$ cat src/hdl/lns_dot_product_accumulator_core_defines.svh
// Assertion macros for the LNS dot product core.
// Each expects clk and rst_n in the scope where it is used.
`ifndef LNS_DOT_PRODUCT_ACCUMULATOR_CORE_DEFINES_SVH
`define LNS_DOT_PRODUCT_ACCUMULATOR_CORE_DEFINES_SVH

`ifndef ASSERT_OFF

// Same-cycle implication
`define LNS_DP_ASSERT_IMP(lbl, ante, cons) \
    lbl: assert property (@(posedge clk) disable iff (!rst_n) (ante) |-> (cons)) \
        else $error("lns_dp: check failed");

// Next-cycle implication
`define LNS_DP_ASSERT_NXT(lbl, ante, cons) \
    lbl: assert property (@(posedge clk) disable iff (!rst_n) (ante) |=> (cons)) \
        else $error("lns_dp: check failed");

`else

`define LNS_DP_ASSERT_IMP(lbl, ante, cons)
`define LNS_DP_ASSERT_NXT(lbl, ante, cons)

`endif

`endif

$ cat src/hdl/lns_dp_pkg.sv
`default_nettype none

package lns_dp_pkg;

    // Number format and table size
    localparam int TABLE_DEPTH = 4096;
    localparam int LOG_WIDTH   = 24;
    localparam int FRAC_BITS   = 12;

    localparam int IDX_W   = $clog2(TABLE_DEPTH);
    localparam int ENTRY_W = 12;
    localparam int DL_W    = 8;
    localparam int STEPS_W = 13;

    // Index datapath widths
    localparam int LIMIT_W  = DL_W + FRAC_BITS;
    localparam int CMP_W    = (LOG_WIDTH > LIMIT_W) ? LOG_WIDTH : LIMIT_W;
    localparam int PROD_W   = LIMIT_W + STEPS_W;
    localparam int SCALED_W = PROD_W + 1 - FRAC_BITS;

    // Stream layout: input tdata fields from the lowest bit up
    localparam int A_SIGN_LSB  = 0;
    localparam int A_LOG_LSB   = A_SIGN_LSB + 1;
    localparam int B_SIGN_LSB  = A_LOG_LSB + LOG_WIDTH;
    localparam int B_LOG_LSB   = B_SIGN_LSB + 1;
    localparam int E_IDX_LSB   = B_LOG_LSB + LOG_WIDTH;
    localparam int E_VAL_LSB   = E_IDX_LSB + ENTRY_W;
    localparam int IN_USED_W   = E_VAL_LSB + LOG_WIDTH;
    localparam int IN_DATA_W   = ((IN_USED_W + 7) / 8) * 8;
    localparam int OUT_USED_W  = 1 + LOG_WIDTH;
    localparam int OUT_DATA_W  = ((OUT_USED_W + 7) / 8) * 8;
    localparam int OUT_PAD_W   = OUT_DATA_W - OUT_USED_W;
    localparam int FUNC_W      = 2;
    localparam int CFG_IDX_W   = 1;
    localparam int CFG_DATA_W  = STEPS_W;

    typedef logic signed [LOG_WIDTH-1:0] log_t;
    typedef logic [IDX_W-1:0]            idx_t;

    localparam log_t LOG_MAX = log_t'({1'b0, {(LOG_WIDTH-1){1'b1}}});
    localparam log_t LOG_MIN = log_t'({1'b1, {(LOG_WIDTH-1){1'b0}}});

    typedef enum logic [FUNC_W-1:0] {
        FUNC_WR_PLUS  = 2'd0,
        FUNC_WR_MINUS = 2'd1,
        FUNC_MAC      = 2'd2
    } func_t;

    typedef enum logic [CFG_IDX_W-1:0] {
        CFG_DIFF_LIMIT     = 1'b0,
        CFG_STEPS_PER_UNIT = 1'b1
    } cfg_idx_t;

    typedef enum logic {
        PH_ISSUE = 1'b0,
        PH_MERGE = 1'b1
    } phase_t;

    // Lookup results handed from the index unit to the accumulator
    typedef struct packed {
        idx_t idx;
        log_t hi;
        logic same_sign;
        logic new_sign;
    } lookup_t;

    // Saturating add of two logs
    function automatic log_t sat_add(input log_t a, input log_t b);
        logic signed [LOG_WIDTH:0] s;
        s = {a[LOG_WIDTH-1], a} + {b[LOG_WIDTH-1], b};
        if (s[LOG_WIDTH] != s[LOG_WIDTH-1])
            return s[LOG_WIDTH] ? LOG_MIN : LOG_MAX;
        return log_t'(s[LOG_WIDTH-1:0]);
    endfunction

    // Entry address as seen by the table, and whether it falls inside it
    function automatic idx_t entry_addr(input logic [ENTRY_W-1:0] e);
        logic [ENTRY_W+IDX_W-1:0] t;
        t = {{IDX_W{1'b0}}, e};
        return t[IDX_W-1:0];
    endfunction

    function automatic logic entry_in_range(input logic [ENTRY_W-1:0] e);
        logic [ENTRY_W+IDX_W-1:0] t;
        t = {{IDX_W{1'b0}}, e};
        return t < (ENTRY_W+IDX_W)'(TABLE_DEPTH);
    endfunction

endpackage

`default_nettype wire

$ cat src/hdl/lns_dp_lookup.sv
`default_nettype none

// Compare accumulator and term, form the clamped and scaled table index
module lns_dp_lookup (
    input  wire logic                              acc_sign,
    input  wire lns_dp_pkg::log_t                  acc_log,
    input  wire logic                              term_sign,
    input  wire lns_dp_pkg::log_t                  term_log,
    input  wire logic [lns_dp_pkg::DL_W-1:0]       diff_limit,
    input  wire logic [lns_dp_pkg::STEPS_W-1:0]    steps_per_unit,
    output lns_dp_pkg::lookup_t                    lookup
);

    logic                                 acc_gt;
    lns_dp_pkg::log_t                     hi;
    lns_dp_pkg::log_t                     lo;
    logic [lns_dp_pkg::LOG_WIDTH:0]       diff_full;
    logic [lns_dp_pkg::LOG_WIDTH-1:0]     diff;
    logic [lns_dp_pkg::LIMIT_W-1:0]       limit;
    logic [lns_dp_pkg::CMP_W-1:0]         diff_x;
    logic [lns_dp_pkg::CMP_W-1:0]         limit_x;
    logic [lns_dp_pkg::LIMIT_W-1:0]       clamped;
    logic [lns_dp_pkg::PROD_W-1:0]        prod;
    logic [lns_dp_pkg::PROD_W:0]          prod_rnd;
    logic [lns_dp_pkg::SCALED_W-1:0]      scaled;

    // Pick the larger log; the difference is never negative
    always_comb
    begin
        acc_gt    = acc_log > term_log;
        hi        = acc_gt ? acc_log : term_log;
        lo        = acc_gt ? term_log : acc_log;
        diff_full = {hi[lns_dp_pkg::LOG_WIDTH-1], hi} - {lo[lns_dp_pkg::LOG_WIDTH-1], lo};
        diff      = diff_full[lns_dp_pkg::LOG_WIDTH-1:0];
    end

    // Clamp to the limit, scale by steps per unit, round half up
    always_comb
    begin
        limit    = {diff_limit, {lns_dp_pkg::FRAC_BITS{1'b0}}};
        diff_x   = lns_dp_pkg::CMP_W'(diff);
        limit_x  = lns_dp_pkg::CMP_W'(limit);
        clamped  = (diff_x > limit_x) ? limit : diff_x[lns_dp_pkg::LIMIT_W-1:0];
        prod     = lns_dp_pkg::PROD_W'(clamped) * lns_dp_pkg::PROD_W'(steps_per_unit);
        prod_rnd = {1'b0, prod}
                 + (lns_dp_pkg::PROD_W+1)'(1 << (lns_dp_pkg::FRAC_BITS - 1));
        scaled   = prod_rnd[lns_dp_pkg::PROD_W:lns_dp_pkg::FRAC_BITS];
    end

    // Saturate the index at the last entry, settle the result sign
    always_comb
    begin
        if (scaled >= lns_dp_pkg::SCALED_W'(lns_dp_pkg::TABLE_DEPTH))
            lookup.idx = lns_dp_pkg::IDX_W'(lns_dp_pkg::TABLE_DEPTH - 1);
        else
            lookup.idx = scaled[lns_dp_pkg::IDX_W-1:0];
        lookup.hi        = hi;
        lookup.same_sign = (acc_sign == term_sign);
        lookup.new_sign  = (acc_sign == term_sign || acc_gt) ? acc_sign : term_sign;
    end

endmodule

`default_nettype wire

$ cat config.mk
export PLATFORM = sky130hd
export DESIGN_NAME = lns_dp_lookup
export DESIGN_NICKNAME = d
export VERILOG_FILES = /design/src/hdl/lns_dot_product_accumulator_core_defines.svh /design/src/hdl/lns_dp_pkg.sv /design/src/hdl/lns_dp_lookup.sv
export SDC_FILE = /design/constraint.sdc
export NUM_CORES = 1
export LEC_CHECK = 0
export ABC_CLOCK_PERIOD_IN_PS = 44500
export BUFFER_PORTS_ARGS = -buffer_cell sky130_fd_sc_hd__buf_2
export CORE_ASPECT_RATIO = 0.8
export CORE_MARGIN = 3
export CORE_UTILIZATION = 55
export DETAILED_ROUTE_END_ITERATION = 8
export PLACE_DENSITY = 0.76
export SLEW_MARGIN = 10
export SYNTH_ARGS = -nofsm -noshare
export SYNTH_HDL_FRONTEND = slang
export SYNTH_SLANG_ARGS = --single-unit
export TNS_END_PERCENT = 5
$ cat constraint.sdc
create_clock -name vclk -period 44.5
set_clock_uncertainty 0.05 [all_clocks]
set_input_delay 11.125 -clock vclk [all_inputs]
set_output_delay 11.125 -clock vclk [all_outputs]
set_load 0.03 [all_outputs]
# After elaboration in Yosys (flattened, before gate mapping)
# Index checks and enable logic that the tools add are counted.
# word_totals
reg_bits	0
out_inout_bits	38
inputBits	71
elab_cells	13
# op_classes
n_addsub	2
n_mul	1
reduce_logical	1
eq_ne	1
order_cmp	3
mux	5
# op_table
cell	count
24-bit 2-to-1 mux	2
33-bit by 12-bit adder with 34-bit output (second input constant)	1
20-bit by 13-bit multiplier with 33-bit output	1
24-bit by 20-bit greater-than comparator with 1-bit output	1
24-bit greater-than comparator	1
24-bit subtractor	1
22-bit by 13-bit >= comparator with 1-bit output (second input constant)	1
20-bit 2-to-1 mux	1
12-bit 2-to-1 mux	1
1-bit equality test	1
1-bit logical OR	1
1-bit 2-to-1 mux	1

# Longest topological paths before layout
# depth
word_depth	9
ltp_mapped	64
depth_no_buf	57

# Worst setup path after synthesis
# No wires, ideal clock.
# synth_timing
kind	in2out
from	in term_log[17]
to	out lookup[36] in the netlist's numbering
cell_stages	59
setup_slack_ns	10.226
path_buffers	7
t_arrival_ns	23.099
path_cell_list	inv_1 -> ha_1 -> buf_2 -> nand4_4 -> nor4_4 -> o211ai_1 -> nand4_2 -> buf_6 -> nand4_1 -> and2_1 -> ha_1 -> nor2_1 -> o22ai_1 -> mux2_2 -> o21ai_1 -> a31oi_1 -> or2_1 -> a31oi_1 -> [... 23 more ...] -> fa_1 -> ha_1 -> ha_1 -> clkbuf_1 -> a21oi_1 -> nor2_1 -> o21ai_0 -> nand2_1 -> a21o_1 -> a21oi_1 -> nor2b_1 -> o21ai_0 -> nand2b_1 -> o31ai_1 -> a211oi_1 -> a31oi_1 -> buf_2 -> nand4_2
# synth_lines
element	line	source
start: declaration	lns_dp_lookup.sv:8	input wire lns_dp_pkg::log_t term_log,
end: declaration	lns_dp_lookup.sv:11	output lns_dp_pkg::lookup_t lookup

==> reports/results.tsv <==
stage	metric	value	unit
synthesis	Post-Synthesis Cells	1612	
routing	DRT antenna net count	0	
routing	Routed WL	33600	um
status	status	finished clean	
die	Die W	174	um
timing	Setup WS post-layout	7.54	ns
cells_and_area	layout cells sized above 1	9.79	%
worst_setup_path	Critical Path Fanout Max	113	
timing	Tmin final	36.96	ns
grt	grt ovf	0	
clock_network	hold_buf cts	0	
grt	GRT Resource Usage Total	27.1	%
place	pre-CTS setup slack	7.86	ns
pwr	Pint	0.218	mW
synthesis	Commonest cells post-synth	inv_1 (293), nand2_1 (230), fa_1 (199), ha_1 (135), and3_1 (100)	
cells_and_area	nets@finish	2042	
timing	setup TNS	0	ns
worst_setup_path	crit end category	output port	
cells_and_area	sequential cells	0	
routing	drt wl/cell	17.4	um
cells_and_area	clock buffers	0	
cells_and_area	Filler cells	2012	
worst_setup_path	worst setup path category	input pin to output port	
die	Starting Density	56.9	%
run	number of max-cap violations	0	
synthesis	Synth top area share	31.9	%
pwr	clock network power share	0	%
place	HPWL Detailed	28700	um
place	GPL Wtd Cong	0.965	
timing	max_slew headroom	27.6	%
grt	met2 Use GR	41.6	%
synthesis	Net Count, Synth	2017	
die	num ports	109	
die	DIE AREA	24500	um2
worst_setup_path	Buf/Inv on CP	8	
synthesis	Syn Std Cell Area	12500	um2
pwr	Flop pwr share	0	%
grt	global-route wire length before repair	55500	um
routing	via count	11372	
timing	Final Hold Viols	0	
die	die height	141	um
worst_setup_path	CP Data Required Time	33.32	ns
grt	initial antenna violation count	1	
synthesis	area leader, netlist	fa_1	
synthesis	yosys warns	0	
timing	Slew Viols, Final	0	
timing	Fmax achieved	27.1	MHz
synthesis	most common cell in the synthesized netlist	inv_1	
timing	Setup-failing EPs final	0	
pwr	Psw	0.394	mW
pwr	switching part of the total	64.4	%
worst_setup_path	Top delay family on crit path	adder cells	
pwr	Peak VDD IR	0.0673	mV
grt	met3 usage	3.39	%
worst_setup_path	critical path startpoint category	input pin	
place	Area after DPL	13000	um2
min_path	min-delay worst type	input pin to output port	
routing	vias per cell	5.87	
routing	drt first pass iters	5	
grt	GR Layer Usage met1	42.2	%
grt	most used routing layer	met1	
synthesis	largest cells by area after synthesis	fa_1 (32%), ha_1 (14%), inv_1 (8.8%)	
die	Core Box Area	21900	um2
pwr	Logic pwr share	100.0	%
timing	Final Cycle Share	83.1	%
synthesis	register area share after synthesis	0	%
worst_setup_path	crit path max-delay cell type	mux2i_1	
timing	Worst Tran Pin Value	1.08	ns
clock_network	post-CTS setup buffer count	0	
cells_and_area	cell area after layout	13000	um2
timing	RSZ-0062 raised after global routing	false	
cells_and_area	area growth from synthesis to final layout	4.58	%
grt	vias in the first global route	10986	
grt	pin count of the biggest net entering global routing	114	
routing	Iteration-0 DRC Markers	1015	
worst_setup_path	max incr delay on CP	0.94	ns
die	Site Rows	48	
pwr	Leak	7.08	nW
pwr	Cell Pwr Density	46.9	nW/um2
synthesis	post-synth cell types	86	
place	number of port buffers	109	
cells_and_area	Storage cell area	0	um2
routing	DRC	0	
clock_network	CTS resizes	0	
worst_setup_path	WP data arrival	25.78	ns
synthesis	Avg Inst Size Synth	7.74	um2
==> final cells by class <==
cell class	instances	area [um2]	area share (%)
Antenna cell	1	2.50	0.0192
Inverter	293	1100	8.43
Multi-Input combinational cell	1223	10900	83.9
Tap cell	300	375	2.88
Timing Repair Buffer	119	621	4.76
==> through the flow <==
step / instances / hold slack, ns / util, % / total power, mW
finish: 1936 / 22.51 / 59.5 / 0.612
global route: 1936 / 22.52 / 59.5 / 0.689
global placement: 1935 / 22.51 / 59.5 / 0.598
CTS: 1935 / 22.51 / 59.5 / 0.609
floorplan: 1612 / 22.38 / - / 0.467
detailed placement: 1935 / 22.51 / 59.5 / 0.603
==> final timing paths <==
check	start	endpoint	slack [ns]	cells past startpoint
hold / removal	acc_sign	lookup[1]	22.51	3
setup / recovery	term_log[20]	lookup[35]	7.54	55
==> power groups by stage <==
stage	logic, mW	registers (mW)	clock network, mW
after floorplan	0.467	0	0
after global placement	0.598	0	0
after detailed placement	0.603	0	0
after CTS	0.609	0	0
after global routing	0.689	0	0.00000000301
final	0.612	0	0.00000000301
==> kinds of logic after synthesis <==
kind of cell               synth area share (%)
AOI/OAI and AO/OA                          15.0
and+or+nand+nor                            24.0
buffers and inverters                      12.3
adders and majority gates                  45.5
muxes                                     0.943
xor gates and xnor gates                   2.25
==> layout by cell type, fill, tap and decap left out, types with 15 or more instances in the layout <==
cell / n
and3_1: 99
inv_1: 293
buf_2: 109
nor2_1: 50
xnor2_1: 18
nand2_1: 230
nand3_1: 18
o21ai_0: 65
nand4_1: 29
fa_1: 199
ha_1: 135
a21oi_1: 67
a21o_1: 18
and2_1: 62
nor2b_1: 15
==> layer usage <==
metal,routed length (um),up-vias
li1,-,5327
met1,15600,5549
met2,14700,466
met3,2870,30
met4,451,0
met5,0,-
(Power assumes the default switching activity.)
